<file path="src/hw/rtl/pcts_pkg.sv">
// Shared types, constants and CP1252 / UTF-8 helpers for the content text scanner.
`timescale 1ns / 1ps

package pcts_pkg;

   // Saturation limit of the literal-string nesting counter
   localparam int MAX_NEST = 255;
   localparam int NEST_W   = $clog2(MAX_NEST + 1);

   // Records held between the front and the back part
   localparam int QUEUE_DEPTH = 4;
   localparam int QPTR_W      = $clog2(QUEUE_DEPTH);
   localparam int QCNT_W      = $clog2(QUEUE_DEPTH + 1);

   typedef struct packed {
      logic [7:0] in_byte;
      logic       stream_last;
   } req_type;

   typedef struct packed {
      logic [7:0] out_byte;
      logic       run_last;
   } rsp_type;

   // One character for the back part: text characters go through CP1252,
   // raw ones (newline, space, escape controls) are sent as they are.
   typedef struct packed {
      logic [7:0] code;
      logic       text;
   } char_type;

   // Everything one input byte produces: one or two characters
   typedef struct packed {
      logic     pair;
      char_type c0;
      char_type c1;
   } rec_type;

   // Front state summary
   typedef struct packed {
      logic mode_top;
      logic nest_zero;
      logic octal_clear;
      logic hex_clear;
      logic text_clear;
      logic look_none;
   } front_stat_type;

   // Code points of CP1252 bytes 0x80..0x9F; undefined bytes map to '?'
   localparam logic [15:0] CP1252_HI [32] = '{
      16'h20AC, 16'h003F, 16'h201A, 16'h0192, 16'h201E, 16'h2026, 16'h2020, 16'h2021,
      16'h02C6, 16'h2030, 16'h0160, 16'h2039, 16'h0152, 16'h003F, 16'h017D, 16'h003F,
      16'h003F, 16'h2018, 16'h2019, 16'h201C, 16'h201D, 16'h2022, 16'h2013, 16'h2014,
      16'h02DC, 16'h2122, 16'h0161, 16'h203A, 16'h0153, 16'h003F, 16'h017E, 16'h0178
   };

   localparam logic [1:0] LEN_ONE   = 2'd1;
   localparam logic [1:0] LEN_TWO   = 2'd2;
   localparam logic [1:0] LEN_THREE = 2'd3;

   function automatic logic [15:0] code_point(char_type ch);
      logic [15:0] cp;
      if (ch.text && (ch.code[7:5] == 3'b100)) begin
         cp = CP1252_HI[ch.code[4:0]];
      end else begin
         cp = {8'h00, ch.code};
      end
      return cp;
   endfunction

   function automatic logic [1:0] utf8_len(logic [15:0] cp);
      logic [1:0] len;
      if (cp[15:7] == '0) begin
         len = LEN_ONE;
      end else if (cp[15:11] == '0) begin
         len = LEN_TWO;
      end else begin
         len = LEN_THREE;
      end
      return len;
   endfunction

   function automatic logic [7:0] utf8_byte(logic [15:0] cp, logic [1:0] len,
                                            logic [1:0] idx);
      logic [7:0] b;
      b = {2'b10, cp[5:0]};
      if (len == LEN_ONE) begin
         b = cp[7:0];
      end else if (len == LEN_TWO) begin
         if (idx == 2'd0) begin
            b = {3'b110, cp[10:6]};
         end
      end else begin
         if (idx == 2'd0) begin
            b = {4'b1110, cp[15:12]};
         end else if (idx == 2'd1) begin
            b = {2'b10, cp[11:6]};
         end
      end
      return b;
   endfunction

endpackage

</file>
<file path="src/hw/rtl/pcts_front.sv">
// Front part: parses the content stream and produces character records.
`timescale 1ns / 1ps

module pcts_front (
   input  logic                    clock,
   input  logic                    reset,
   input  logic                    take,
   input  pcts_pkg::req_type       req_word,
   output logic                    push_valid,
   output pcts_pkg::rec_type       push_rec,
   output pcts_pkg::front_stat_type stat
);
   import pcts_pkg::*;

   localparam logic [2:0] MODE_TOP = 3'd0;
   localparam logic [2:0] MODE_LIT = 3'd1;
   localparam logic [2:0] MODE_ESC = 3'd2;
   localparam logic [2:0] MODE_OCT = 3'd3;
   localparam logic [2:0] MODE_HEX = 3'd4;

   localparam logic [1:0] LOOK_NONE = 2'd0;
   localparam logic [1:0] LOOK_T    = 2'd1;
   localparam logic [1:0] LOOK_TE   = 2'd2;

   localparam logic [7:0] CH_LPAREN = 8'h28;
   localparam logic [7:0] CH_RPAREN = 8'h29;
   localparam logic [7:0] CH_BSLASH = 8'h5C;
   localparam logic [7:0] CH_LT     = 8'h3C;
   localparam logic [7:0] CH_GT     = 8'h3E;
   localparam logic [7:0] CH_STAR   = 8'h2A;
   localparam logic [7:0] CH_QUOTE  = 8'h27;
   localparam logic [7:0] CH_DQUOTE = 8'h22;
   localparam logic [7:0] CH_UC_T   = 8'h54;
   localparam logic [7:0] CH_UC_E   = 8'h45;
   localparam logic [7:0] CH_UC_D   = 8'h44;
   localparam logic [7:0] CH_LC_D   = 8'h64;
   localparam logic [7:0] CH_UC_J   = 8'h4A;
   localparam logic [7:0] CH_LC_J   = 8'h6A;
   localparam logic [7:0] CH_LC_N   = 8'h6E;
   localparam logic [7:0] CH_LC_R   = 8'h72;
   localparam logic [7:0] CH_LC_T   = 8'h74;
   localparam logic [7:0] CH_LC_B   = 8'h62;
   localparam logic [7:0] CH_LC_F   = 8'h66;
   localparam logic [7:0] CH_LF     = 8'h0A;
   localparam logic [7:0] CH_CR     = 8'h0D;
   localparam logic [7:0] CH_TAB    = 8'h09;
   localparam logic [7:0] CH_BS     = 8'h08;
   localparam logic [7:0] CH_FF     = 8'h0C;
   localparam logic [7:0] CH_SPACE  = 8'h20;

   localparam logic [NEST_W-1:0] NEST_MAX = NEST_W'(MAX_NEST);
   localparam logic [NEST_W-1:0] NEST_ONE = NEST_W'(1);

   logic [2:0]        mode_ff,  mode_in;
   logic [NEST_W-1:0] depth_ff, depth_in;
   logic [8:0]        acc_ff,   acc_in;
   logic [1:0]        ocnt_ff,  ocnt_in;
   logic [3:0]        hhi_ff,   hhi_in;
   logic              hvld_ff,  hvld_in;
   logic              seen_ff,  seen_in;
   logic [1:0]        look_ff,  look_in;

   logic [7:0]        c;
   logic              is_oct;
   logic              is_hex;
   logic [3:0]        nib;

   // Literal-string handling of the current byte, shared by two modes
   logic              lit_emit;
   logic [2:0]        lit_mode;
   logic [NEST_W-1:0] lit_depth;

   logic              e0, e1;
   char_type          ch0, ch1;

   assign c      = req_word.in_byte;
   assign is_oct = (c >= 8'h30) && (c <= 8'h37);

   always_comb begin
      is_hex = 1'b1;
      nib    = c[3:0];
      if ((c >= 8'h30) && (c <= 8'h39)) begin
         nib = c[3:0];
      end else if (((c >= 8'h61) && (c <= 8'h66)) || ((c >= 8'h41) && (c <= 8'h46))) begin
         nib = c[3:0] + 4'd9;
      end else begin
         is_hex = 1'b0;
      end
   end

   always_comb begin
      lit_emit  = 1'b1;
      lit_mode  = MODE_LIT;
      lit_depth = depth_ff;
      if (c == CH_BSLASH) begin
         lit_emit = 1'b0;
         lit_mode = MODE_ESC;
      end else if (c == CH_LPAREN) begin
         if (depth_ff < NEST_MAX) begin
            lit_depth = depth_ff + NEST_ONE;
         end
      end else if (c == CH_RPAREN) begin
         if (depth_ff <= NEST_ONE) begin
            lit_emit  = 1'b0;
            lit_depth = '0;
            lit_mode  = MODE_TOP;
         end else begin
            lit_depth = depth_ff - NEST_ONE;
         end
      end
   end

   always_comb begin
      mode_in  = mode_ff;
      depth_in = depth_ff;
      acc_in   = acc_ff;
      ocnt_in  = ocnt_ff;
      hhi_in   = hhi_ff;
      hvld_in  = hvld_ff;
      seen_in  = seen_ff;
      look_in  = look_ff;
      e0       = 1'b0;
      e1       = 1'b0;
      ch0      = '{code: c, text: 1'b1};
      ch1      = '{code: c, text: 1'b1};

      unique case (mode_ff)
         MODE_LIT: begin
            e0       = lit_emit;
            mode_in  = lit_mode;
            depth_in = lit_depth;
         end
         MODE_ESC: begin
            mode_in = MODE_LIT;
            e0      = 1'b1;
            if (is_oct) begin
               e0      = 1'b0;
               acc_in  = {6'd0, c[2:0]};
               ocnt_in = 2'd1;
               mode_in = MODE_OCT;
            end else if (c == CH_LC_N) begin
               ch0 = '{code: CH_LF, text: 1'b0};
            end else if (c == CH_LC_R) begin
               ch0 = '{code: CH_CR, text: 1'b0};
            end else if (c == CH_LC_T) begin
               ch0 = '{code: CH_TAB, text: 1'b0};
            end else if (c == CH_LC_B) begin
               ch0 = '{code: CH_BS, text: 1'b0};
            end else if (c == CH_LC_F) begin
               ch0 = '{code: CH_FF, text: 1'b0};
            end
         end
         MODE_OCT: begin
            if (is_oct && (ocnt_ff != 2'd3)) begin
               acc_in  = {acc_ff[5:0], c[2:0]};
               ocnt_in = ocnt_ff + 2'd1;
               if (ocnt_ff == 2'd2) begin
                  e0      = 1'b1;
                  ch0     = '{code: acc_in[7:0], text: 1'b1};
                  acc_in  = '0;
                  ocnt_in = '0;
                  mode_in = MODE_LIT;
               end
            end else begin
               // Flush the pending value, then treat the byte as string text
               e0       = 1'b1;
               ch0      = '{code: acc_ff[7:0], text: 1'b1};
               acc_in   = '0;
               ocnt_in  = '0;
               e1       = lit_emit;
               mode_in  = lit_mode;
               depth_in = lit_depth;
            end
         end
         MODE_HEX: begin
            if (c == CH_GT) begin
               hvld_in = 1'b0;
               hhi_in  = '0;
               mode_in = MODE_TOP;
            end else if (is_hex) begin
               if (!hvld_ff) begin
                  hhi_in  = nib;
                  hvld_in = 1'b1;
               end else begin
                  e0      = 1'b1;
                  ch0     = '{code: {hhi_ff, nib}, text: 1'b1};
                  hhi_in  = '0;
                  hvld_in = 1'b0;
               end
            end
         end
         default: begin
            look_in = LOOK_NONE;
            if (look_ff == LOOK_T) begin
               if ((c == CH_STAR) || (c == CH_LC_D) || (c == CH_UC_D)) begin
                  if (seen_ff) begin
                     e0      = 1'b1;
                     ch0     = '{code: CH_LF, text: 1'b0};
                     seen_in = 1'b0;
                  end
               end else if ((c == CH_LC_J) || (c == CH_UC_J) ||
                            (c == CH_QUOTE) || (c == CH_DQUOTE)) begin
                  if (seen_ff) begin
                     e0  = 1'b1;
                     ch0 = '{code: CH_SPACE, text: 1'b0};
                  end
                  seen_in = 1'b0;
               end else if (c == CH_UC_E) begin
                  look_in = LOOK_TE;
               end
            end else if (look_ff == LOOK_TE) begin
               if ((c == CH_UC_T) && seen_ff) begin
                  e0      = 1'b1;
                  ch0     = '{code: CH_LF, text: 1'b0};
                  seen_in = 1'b0;
               end
            end
            if (c == CH_LPAREN) begin
               mode_in  = MODE_LIT;
               depth_in = NEST_ONE;
               seen_in  = 1'b1;
            end else if (c == CH_LT) begin
               mode_in = MODE_HEX;
               hvld_in = 1'b0;
               hhi_in  = '0;
               seen_in = 1'b1;
            end else if (c == CH_UC_T) begin
               look_in = LOOK_T;
            end
         end
      endcase

      // End of stream: flush a pending octal escape, then return to rest
      if (req_word.stream_last) begin
         if (mode_in == MODE_OCT) begin
            e0  = 1'b1;
            ch0 = '{code: acc_in[7:0], text: 1'b1};
         end
         mode_in  = MODE_TOP;
         depth_in = '0;
         acc_in   = '0;
         ocnt_in  = '0;
         hhi_in   = '0;
         hvld_in  = 1'b0;
         seen_in  = 1'b0;
         look_in  = LOOK_NONE;
      end
   end

   always_ff @(posedge clock) begin
      if (reset) begin
         mode_ff  <= MODE_TOP;
         depth_ff <= '0;
         acc_ff   <= '0;
         ocnt_ff  <= '0;
         hhi_ff   <= '0;
         hvld_ff  <= 1'b0;
         seen_ff  <= 1'b0;
         look_ff  <= LOOK_NONE;
      end else if (take) begin
         mode_ff  <= mode_in;
         depth_ff <= depth_in;
         acc_ff   <= acc_in;
         ocnt_ff  <= ocnt_in;
         hhi_ff   <= hhi_in;
         hvld_ff  <= hvld_in;
         seen_ff  <= seen_in;
         look_ff  <= look_in;
      end
   end

   assign push_valid = take && e0;
   assign push_rec   = '{pair: e1, c0: ch0, c1: ch1};

   assign stat = '{mode_top:    (mode_ff == MODE_TOP),
                   nest_zero:   (depth_ff == '0),
                   octal_clear: (acc_ff == '0) && (ocnt_ff == '0),
                   hex_clear:   (hhi_ff == '0) && !hvld_ff,
                   text_clear:  !seen_ff,
                   look_none:   (look_ff == LOOK_NONE)};

endmodule

</file>
<file path="src/hw/rtl/pcts_queue.sv">
// Short record queue between the front and back parts.
`timescale 1ns / 1ps

module pcts_queue (
   input  logic              clock,
   input  logic              reset,
   input  logic              push,
   input  pcts_pkg::rec_type push_rec,
   input  logic              pop,
   output logic              full,
   output logic              head_valid,
   output pcts_pkg::rec_type head_rec
);
   import pcts_pkg::*;

   rec_type           mem_ff [QUEUE_DEPTH];
   logic [QPTR_W-1:0] wr_ptr_ff, wr_ptr_in;
   logic [QPTR_W-1:0] rd_ptr_ff, rd_ptr_in;
   logic [QCNT_W-1:0] count_ff,  count_in;

   localparam logic [QPTR_W-1:0] PTR_LAST = QPTR_W'(QUEUE_DEPTH - 1);
   localparam logic [QCNT_W-1:0] CNT_FULL = QCNT_W'(QUEUE_DEPTH);

   assign full       = (count_ff == CNT_FULL);
   assign head_valid = (count_ff != '0);
   assign head_rec   = mem_ff[rd_ptr_ff];

   always_comb begin
      wr_ptr_in = wr_ptr_ff;
      rd_ptr_in = rd_ptr_ff;
      count_in  = count_ff;
      if (push) begin
         wr_ptr_in = (wr_ptr_ff == PTR_LAST) ? '0 : wr_ptr_ff + QPTR_W'(1);
      end
      if (pop) begin
         rd_ptr_in = (rd_ptr_ff == PTR_LAST) ? '0 : rd_ptr_ff + QPTR_W'(1);
      end
      if (push && !pop) begin
         count_in = count_ff + QCNT_W'(1);
      end else if (pop && !push) begin
         count_in = count_ff - QCNT_W'(1);
      end
   end

   always_ff @(posedge clock) begin
      if (push) begin
         mem_ff[wr_ptr_ff] <= push_rec;
      end
   end

   always_ff @(posedge clock) begin
      if (reset) begin
         wr_ptr_ff <= '0;
         rd_ptr_ff <= '0;
         count_ff  <= '0;
      end else begin
         wr_ptr_ff <= wr_ptr_in;
         rd_ptr_ff <= rd_ptr_in;
         count_ff  <= count_in;
      end
   end

endmodule

</file>
<file path="src/hw/rtl/pcts_back.sv">
// Back part: maps characters to UTF-8 and drives the result register.
`timescale 1ns / 1ps

module pcts_back (
   input  logic              clock,
   input  logic              reset,
   input  logic              head_valid,
   input  pcts_pkg::rec_type head_rec,
   output logic              pop,
   output logic              rsp_valid,
   input  logic              rsp_ready,
   output pcts_pkg::rsp_type rsp_word
);
   import pcts_pkg::*;

   logic       char_sel_ff, char_sel_in;
   logic [1:0] byte_sel_ff, byte_sel_in;
   logic       rsp_valid_ff, rsp_valid_in;
   rsp_type    rsp_word_ff, rsp_word_in;

   char_type   cur;
   logic [15:0] cp;
   logic [1:0] len;
   logic       load;
   logic       char_done;
   logic       rec_done;

   assign cur       = char_sel_ff ? head_rec.c1 : head_rec.c0;
   assign cp        = code_point(cur);
   assign len       = utf8_len(cp);
   assign char_done = (byte_sel_ff == (len - 2'd1));
   assign rec_done  = char_done && (!head_rec.pair || char_sel_ff);

   assign load = head_valid && (!rsp_valid_ff || rsp_ready);
   assign pop  = load && rec_done;

   always_comb begin
      char_sel_in  = char_sel_ff;
      byte_sel_in  = byte_sel_ff;
      rsp_valid_in = rsp_valid_ff;
      rsp_word_in  = rsp_word_ff;
      if (load) begin
         rsp_valid_in = 1'b1;
         rsp_word_in  = '{out_byte: utf8_byte(cp, len, byte_sel_ff), run_last: rec_done};
         if (char_done) begin
            byte_sel_in = '0;
            char_sel_in = !rec_done;
         end else begin
            byte_sel_in = byte_sel_ff + 2'd1;
         end
      end else if (rsp_ready) begin
         rsp_valid_in = 1'b0;
      end
   end

   always_ff @(posedge clock) begin
      if (reset) begin
         char_sel_ff  <= 1'b0;
         byte_sel_ff  <= '0;
         rsp_valid_ff <= 1'b0;
      end else begin
         char_sel_ff  <= char_sel_in;
         byte_sel_ff  <= byte_sel_in;
         rsp_valid_ff <= rsp_valid_in;
      end
   end

   always_ff @(posedge clock) begin
      rsp_word_ff <= rsp_word_in;
   end

   assign rsp_valid = rsp_valid_ff;
   assign rsp_word  = rsp_word_ff;

endmodule

</file>
<file path="src/hw/rtl/pdf_content_text_scanner.sv">
// Top level of the content-stream text scanner: front, record queue and UTF-8 back end.
`timescale 1ns / 1ps

// Usage
//   req_*  : one raw content-stream byte per word; stream_last marks the final
//            byte of a stream, which flushes a pending octal escape and returns
//            all parse state to rest.
//   rsp_*  : extracted text as UTF-8, one byte per word; run_last is set on the
//            final byte produced by a given input word. Input words that yield
//            no text produce no response words at all.
// Timing
//   An accepted word is queued and its first byte then goes to the result register.
//   The front parses one input word per cycle while the queue has room; the back
//   end sends one UTF-8 byte per cycle while rsp_ready is high. One input word per
//   cycle is sustained while each yields at most one byte, else the output bytes
//   set the pace (up to 6 per input word). A 4-record queue absorbs short bursts.
// Reset and stalls
//   Synchronous reset empties the queue and clears all parse state. When the
//   receiver holds rsp_ready low the result register holds its word, the queue
//   fills behind it and req_ready drops once the queue is full.
module pdf_content_text_scanner (
   input  logic              clock,
   input  logic              reset,
   input  logic              req_valid,
   output logic              req_ready,
   input  pcts_pkg::req_type req_word,
   output logic              rsp_valid,
   input  logic              rsp_ready,
   output pcts_pkg::rsp_type rsp_word
);
   import pcts_pkg::*;

   logic           take;
   logic           q_push;
   rec_type        q_push_rec;
   logic           q_full;
   logic           q_head_valid;
   rec_type        q_head_rec;
   logic           q_pop;
   front_stat_type front_stat;

   // Accept a word whenever the queue has room; the front never stalls itself
   assign req_ready = !q_full;
   assign take      = req_valid && req_ready;

   // Parse the byte and push the characters it yields
   pcts_front u_front (
      .clock      (clock),
      .reset      (reset),
      .take       (take),
      .req_word   (req_word),
      .push_valid (q_push),
      .push_rec   (q_push_rec),
      .stat       (front_stat)
   );

   // Hold records until the back end has drained them
   pcts_queue u_queue (
      .clock      (clock),
      .reset      (reset),
      .push       (q_push),
      .push_rec   (q_push_rec),
      .pop        (q_pop),
      .full       (q_full),
      .head_valid (q_head_valid),
      .head_rec   (q_head_rec)
   );

   // Expand each character to UTF-8 and advance through the result register
   pcts_back u_back (
      .clock      (clock),
      .reset      (reset),
      .head_valid (q_head_valid),
      .head_rec   (q_head_rec),
      .pop        (q_pop),
      .rsp_valid  (rsp_valid),
      .rsp_ready  (rsp_ready),
      .rsp_word   (rsp_word)
   );

`ifndef SYNTHESIS
   // Nothing is pending straight after reset
   a_reset_empty: assert property (@(posedge clock)
      reset |=> (!rsp_valid && !q_head_valid))
      else $error("result or queue not empty after reset");

   // End of stream leaves the parser at rest
   a_stream_end_rest: assert property (@(posedge clock) disable iff (reset)
      (take && req_word.stream_last) |=>
         (front_stat.mode_top && front_stat.nest_zero && front_stat.octal_clear &&
          front_stat.hex_clear && front_stat.text_clear && front_stat.look_none))
      else $error("parse state not at rest after stream end");

   // A word that is not the last of its run is always followed by another
   a_run_continues: assert property (@(posedge clock) disable iff (reset)
      (rsp_valid && !rsp_word.run_last) |=> rsp_valid)
      else $error("run of result words broken off");
`endif

endmodule
</file>
<file path="config.mk">
export PLATFORM = sky130hd
export DESIGN_NAME = pdf_content_text_scanner
export DESIGN_NICKNAME = d
export VERILOG_FILES = /design/src/hw/rtl/pcts_pkg.sv /design/src/hw/rtl/pcts_front.sv /design/src/hw/rtl/pcts_queue.sv /design/src/hw/rtl/pcts_back.sv /design/src/hw/rtl/pdf_content_text_scanner.sv
export SDC_FILE = /design/constraint.sdc
export NUM_CORES = 1
export LEC_CHECK = 0
export BUFFER_PORTS_ARGS = -buffer_cell sky130_fd_sc_hd__buf_2
export CORE_MARGIN = 2
export CORE_UTILIZATION = 50
export DETAILED_ROUTE_END_ITERATION = 16
export PLACE_DENSITY_LB_ADDON = 0.12
export RECOVER_POWER = 25
export SLEW_MARGIN = 20
export SYNTH_ARGS = -nofsm -noshare
export SYNTH_HDL_FRONTEND = slang
export SYNTH_SLANG_ARGS = --single-unit
</file>
<file path="constraint.sdc">
create_clock -name clock -period 4.5 [get_ports clock]
set_input_delay 0 -clock clock [delete_from_list [all_inputs] [get_ports clock]]
set_output_delay 0 -clock clock [all_outputs]
set_load 0.1 [all_outputs]
</file>
==> flow_summary.toml, run 1 <==
[status]
status = "complete, no violations"

[setup_path]
crit_required_ns = 4.84
slowest_stage = "mux4_2"
critPathTopFamily = "compound AO/OA/AOI/OAI gates"
r2r_end = "u_queue.count_ff[2]"
crit_buf_inv = 4
crit_path_cell_trace = "mux4_2 -> mux2i_4 -> inv_4 -> ha_1 -> or2_2 -> a311oi_4 -> a21oi_2 -> buf_4 -> a31o_1 -> o21a_2 -> inv_1 -> ha_1 -> inv_1 -> fa_1 -> xor2_1 -> or3_1 -> a21oi_1"
rrSetupSlack_ns = 0.25
cp_max_fo = 10
worstSetupStartpointType = "register"
arrival_ns = 4.58
crit_type = "register to register"
worstRegToRegCells = 17
cpPeakStageDelay_ns = 0.54
endpoint_kind = "register"

[detailed_routing]
vias = 5862
wirelength_um = 18300
dr.pass1.iters = 5
post_drt_wl_per_cell_um = 19.5
drtIter0Drc = 591
drcViolationCount = 0
route.antenna.remaining_nets = 0
drt-vias-per-instance = 6.22

[cts]
h-tree-depth = 4
cts_sinks = 123
cts_made_buffers = 17
clk_pin_slew_worst_paths_ns = 0.06
cts_tree = "yes"
clock_path_buffers = 2
clk_latency_ns = 0.41
root_buffer = "clkbuf_16"

[synthesis]
synth-edff-count = 81
synth_ff_type = "edfxtp_1"
synth_cells = 715
synth-async-reset-ratio_pct = 0
seq_area_frac_synth_pct = 45.5
syn-num-nets = 751
avgSynthCellArea_um2 = 10.1
ys_ff_latch = 123
synthDistinctLibCells = 87
syn_area_um2 = 7200
ys_warn_count = 0

[sta]
fin_crit_sh_pct = 94.4
max_freq_mhz = 235
max_slew_margin_pct = 22.4
whs_ns = 0.0963
slew_viol_final = 0
hold_violations = 0
period_needed_ns = 4.25
finClkSkew_ns = 0.00895
setup_viol = 0
tightest_slew_ns = 1.17

[placement]
dp_hpwl_um = 13100
portBuffers = 23
place_inst = 905
place_area_um2 = 7570
gp_congestion = 0.948

[floorplan]
die_area_um2 = 15400
num_io_pins = 24
rows = 43
initial_utilization_pct = 51.5
design.core.area_um2 = 14000
die_height_um = 124
chipWidth_um = 124

[layout]
fillers = 1206
area_delta_synth_final_pct = 14.4
final_util_pct = 58.9
finalInstanceArea_um2 = 8240
antenna_cells = 0
layout-drive-gt1-share_pct = 15.2
multi_input_area_um2 = 3670
regArea_um2 = 3280
finalNetCount = 786
finalNonFillerCells = 943

[pwr]
ir_drop_mv = 0.247
fin_total_pwr_mw = 2.69
power_leakage_nw = 2.78
p_per_area_nw_per_um2 = 327

[hold_path]
worst_hold_path_type = "input port to register"
hold_end = "u_front.depth_ff[0]"
min_from = "req_word[0]"
hold_depth = 3

[global_route]
grt_max_degree = 46
grt_pass1_wl_um = 29100
grt_antenna_before_repair = 0
overflow = 0
grt_pass1_vias = 5565
grt_use_total_pct = 25.1

[flow_run]
maxCapViolCount = 0
==> registers in the layout, indices dropped and copies added (netlist names), 2 cells and up, named ones only <==
name	flops
u_queue.mem_ff	72
u_back.rsp_word	9
u_front.acc_ff	8
u_front.depth_ff	8
u_front.hhi_ff	4
u_front.mode_ff	3
u_queue.count_ff	3
u_back.byte_sel_ff	2
u_front.look_ff	2
u_front.ocnt_ff	2
u_queue.rd_ptr_ff	2
u_queue.wr_ptr_ff	2
==> Yosys cell counts, drive strengths merged, types with 15 or more instances <==
cell | count | share of area [%]
a31oi | 15 | 1.3
mux4 | 18 | 5.6
dfxtp | 42 | 12
o21ai | 43 | 3.0
nand2 | 55 | 2.9
ha | 22 | 3.8
or3 | 16 | 1.4
edfxtp | 81 | 34
a22oi | 23 | 2.4
a21oi | 49 | 3.5
nor3 | 15 | 1.1
clkbuf | 30 | 1.6
nor2 | 87 | 4.5
inv | 24 | 1.3
==> metrics by stage <==
step	setup WS [ns]	TNS, ns
floorplan	0.00935	0
global placement	0.165	0
detailed placement	0.0741	0
CTS	0.0432	0
global route	-0.0151	-0.0151
finish	0.252	0
==> worst reg2reg max path: stages, from the launching register on <==
cell	delay, ns
dfxtp_4	0.40
mux4_2	0.54
mux2i_4	0.21
inv_4	0.10
ha_1	0.22
or2_2	0.32
a311oi_4	0.29
a21oi_2	0.12
buf_4	0.17
a31o_1	0.19
o21a_2	0.23
inv_1	0.07
ha_1	0.17
inv_1	0.06
fa_1	0.43
xor2_1	0.18
or3_1	0.32
a21oi_1	0.14
==> layout by cell type (no fill, tap or decap), drive strengths merged, types with 5 or more instances in the layout <==
cell type	netlist	routed
nor2	87	87
edfxtp	81	81
nand2	55	55
a21oi	49	49
o21ai	43	43
dfxtp	42	42
clkbuf	30	37
buf	12	34
inv	24	33
a22oi	23	23
ha	22	22
mux4	18	18
or3	16	16
a31oi	15	15
nor3	15	15
nand2b	14	14
nand3	13	13
nor2b	10	10
mux2i	10	10
mux2	8	8
and3	7	7
xor2	6	6
a221oi	6	6
and2	6	6
o211ai	5	5
o22ai	5	5
nor4	5	5
or3b	5	5
a211oi	5	5
==> what timing repair did <==
action	CTS	global route
hold buffers	4	0
setup endpoints to repair	0	1
resized for setup	0	7
endpoints found under the hold margin	13	0
setup buffers	0	2
==> per-layer routing <==
metal	wire length [um]	vias to the layer above	global-route usage [%]
li1	-	2784	-
met1	7890	2833	32.0
met4	531	0	10.0
met5	0	-	0
met3	899	43	4.62
met2	9030	202	42.3
==> how the worst max path moves through the flow <==
stage / startpoint / end / slack (ns) / cells after the start
3_5_place_dp: register / u_queue.count_ff[2] / 0.07 / 17
3_3_place_gp: register / u_queue.count_ff[2] / 0.16 / 17
2_1_floorplan: register / u_queue.count_ff[2] / 0.009 / 18
5_1_grt: register / u_queue.count_ff[2] / -0.02 / 17
4_1_cts: register / u_queue.count_ff[2] / 0.04 / 17
6_report: register / u_queue.count_ff[2] / 0.25 / 17
==> layout make-up <==
type | instances | share of cell area [%]
clock buffer | 17 | 5.16
clock inverter | 15 | 2.14
inverter | 24 | 1.12
multi-input combinational | 526 | 44.5
sequential | 123 | 39.8
tap | 180 | 2.73
timing repair buffer | 58 | 4.54
==> cell families (layout without fill, tap and decap cells) <==
group / count (synthesis) / count (layout) / share of synthesized area, %
simple gates: 255 / 255 / 17.7
compound gates: 203 / 203 / 19.0
flops: 123 / 123 / 45.5
buf+inv: 66 / 114 / 3.82
mux: 36 / 36 / 8.84
fa+ha+maj: 24 / 24 / 4.24
xor+xnor: 8 / 8 / 0.973
==> where the power goes <==
group / switching, mW / internal, mW
clock: 0.550 / 0.836
combinational: 0.0727 / 0.0312
sequential: 0.00222 / 1.20
Power figures use the tool's default switching activity.
==> inputs of run 2 (changes only) <==
- ABC_CLOCK_PERIOD_IN_PS: unset -> 4500
- BUFFER_PORTS_ARGS: -buffer_cell sky130_fd_sc_hd__buf_2 -> -buffer_cell sky130_fd_sc_hd__buf_4
- CAP_MARGIN: unset -> 30
==> run 2 against run 1 <==
Against the previous run:
- power is 0.69% higher
- sequential share of layout area decreased by 0.31 points
- via count increased by 0.73%
- critical path type unchanged
==> flow_summary.toml, run 2 (synthesized netlist as in run 1, its figures left out) <==
[floorplan]
num_io_pins = 24
die_height_um = 124
die_area_um2 = 15400
rows = 43
chipWidth_um = 124
initial_utilization_pct = 51.5
design.core.area_um2 = 14000

[placement]
portBuffers = 23
place_area_um2 = 7620
gp_congestion = 0.970
place_inst = 903
dp_hpwl_um = 13300

[setup_path]
endpoint = "u_queue.count_ff[2]"
endpoint_kind = "register"
cp_max_fo = 6
worstSetupStartpointType = "register"
crit_required_ns = 4.83
rrSetupSlack_ns = 0.27
worstRegToRegCells = 16
arrival_ns = 4.56
r2r_end = "u_queue.count_ff[2]"
crit_type = "register to register"

[layout]
area_delta_synth_final_pct = 15.2
layout-drive-gt1-share_pct = 15.2
fillers = 1214
finalNetCount = 789
mostFrequentLayoutCells = "nor2_1 (87), edfxtp_1 (81), nand2_1 (55), a21oi_1 (48), dfxtp_1 (41)"
finalNonFillerCells = 945
top_register = "u_queue.mem_ff"
largest_reg_flops = 72
finalInstanceArea_um2 = 8300
antenna_cells = 0
final_util_pct = 59.3
mostFrequentLayoutCell = "nor2_1"

[sta]
rsz0062_at_grt = "no"
setup_viol = 0
hold_violations = 0
finClkSkew_ns = 0.0108
max_slew_margin_pct = 22.4
tightest_slew_ns = 1.17
max_freq_mhz = 237
slew_viol_final = 0
tns_ns = 0
fin_crit_sh_pct = 93.9
period_needed_ns = 4.23

[detailed_routing]
drtIter0Drc = 510
post_drt_wl_per_cell_um = 19.6
wirelength_um = 18500
wl_met1_um = 7790
route.antenna.remaining_nets = 0
vias = 5905
top_layer = "met4"
drt-vias-per-instance = 6.25
dr.pass1.iters = 8
drcViolationCount = 0
dr_wl_met3_um = 927
met2_wirelength_um = 9330

[flow_run]
maxCapViolCount = 0

[global_route]
grt_pass1_wl_um = 30100
grt_antenna_before_repair = 0
overflow = 0
grt_use_total_pct = 25.9
grt_pass1_vias = 5776
grt_max_degree = 46

[pwr]
ir_drop_mv = 0.227
intPower_mw = 2.16
fin_total_pwr_mw = 2.71
p_per_area_nw_per_um2 = 327
p_sw_share_pct = 20.5
p_clk_share_pct = 51.5
pwr-share-comb_pct = 4.1
power_leakage_nw = 2.83
switchingPower_mw = 0.555
pwr-share-seq_pct = 44.4

[cts]
cts_sinks = 123
cts_tree = "yes"
postCtsSetupBuffers = 0
root_buffer = "clkbuf_16"
clock_path_buffers = 2
cts_made_buffers = 17
clk_latency_ns = 0.41
h-tree-depth = 4
clk_pin_slew_worst_paths_ns = 0.05

[hold_path]
min_from = "reset"
worst_hold_path_type = "input port to register"

[status]
status = "complete, no violations"
[run 2: per-layer routing]
metal  GRT usage [%]  up-vias
li1                -     2788
met5               0        -
met1            32.4     2888
met2            44.2      191
met3            5.04       38
met4            10.4        0
[run 2: per-stage QoR]
step | hold slack, ns | setup slack (ns)
6_report | 0.0176 | 0.272
3_5_place_dp | 0.216 | 0.128
3_3_place_gp | 0.217 | 0.261
4_1_cts | 0.00786 | 0.100
2_1_floorplan | 0.0989 | 0.00935
5_1_grt | 0.0414 | 0.00397
[run 2: layout make-up]
type	instances	area, um2	share of cell area, %
repair buffers	61	439	5.29
multi-input cells	526	3660	44.1
inverters	24	90.1	1.09
flip-flops and latches	123	3270	39.5
well taps	180	225	2.71
clock buffers	18	429	5.17
clock inverters	13	175	2.11
[run 2: worst min-delay path by stage]
| stage | cells after the start | to |
|---|---|---|
| finish | 2 | u_queue.count_ff[1] |
| global route | 2 | u_queue.count_ff[1] |
| CTS | 2 | u_front.acc_ff[4] |
| detailed placement | 1 | u_queue.mem_ff[0][4] |
| global placement | 1 | u_queue.mem_ff[0][4] |
| floorplan | 0 | u_queue.mem_ff[0][0] |
[run 2: critical path: stages, from the launching register on]
cell     delay [ns]
dfxtp_2        0.42
mux4_2         0.52
mux2i_1        0.24
inv_1          0.12
ha_1           0.23
mux2_2         0.27
a221o_1        0.37
a21oi_2        0.22
nor4_2         0.09
o21a_2         0.25
inv_1          0.07
ha_1           0.19
inv_1          0.07
fa_1           0.44
xor2_1         0.18
or3_1          0.31
a21oi_1        0.16
[run 2: power groups by stage]
stage,sequential (mW),clock [mW],combinational (mW)
6_report,1.20,1.40,0.112
5_1_grt,1.20,1.47,0.123
4_1_cts,1.20,1.42,0.110
2_1_floorplan,1.23,0,0.0634
3_3_place_gp,1.23,0,0.100
3_5_place_dp,1.23,0,0.103
[run 2: what timing repair did]
item                                    in CTS  in global routing
endpoints found under the setup margin       0                  1
hold buffers                                10                  0
hold endpoints to repair                    34                  0
resized for setup                            0                  3
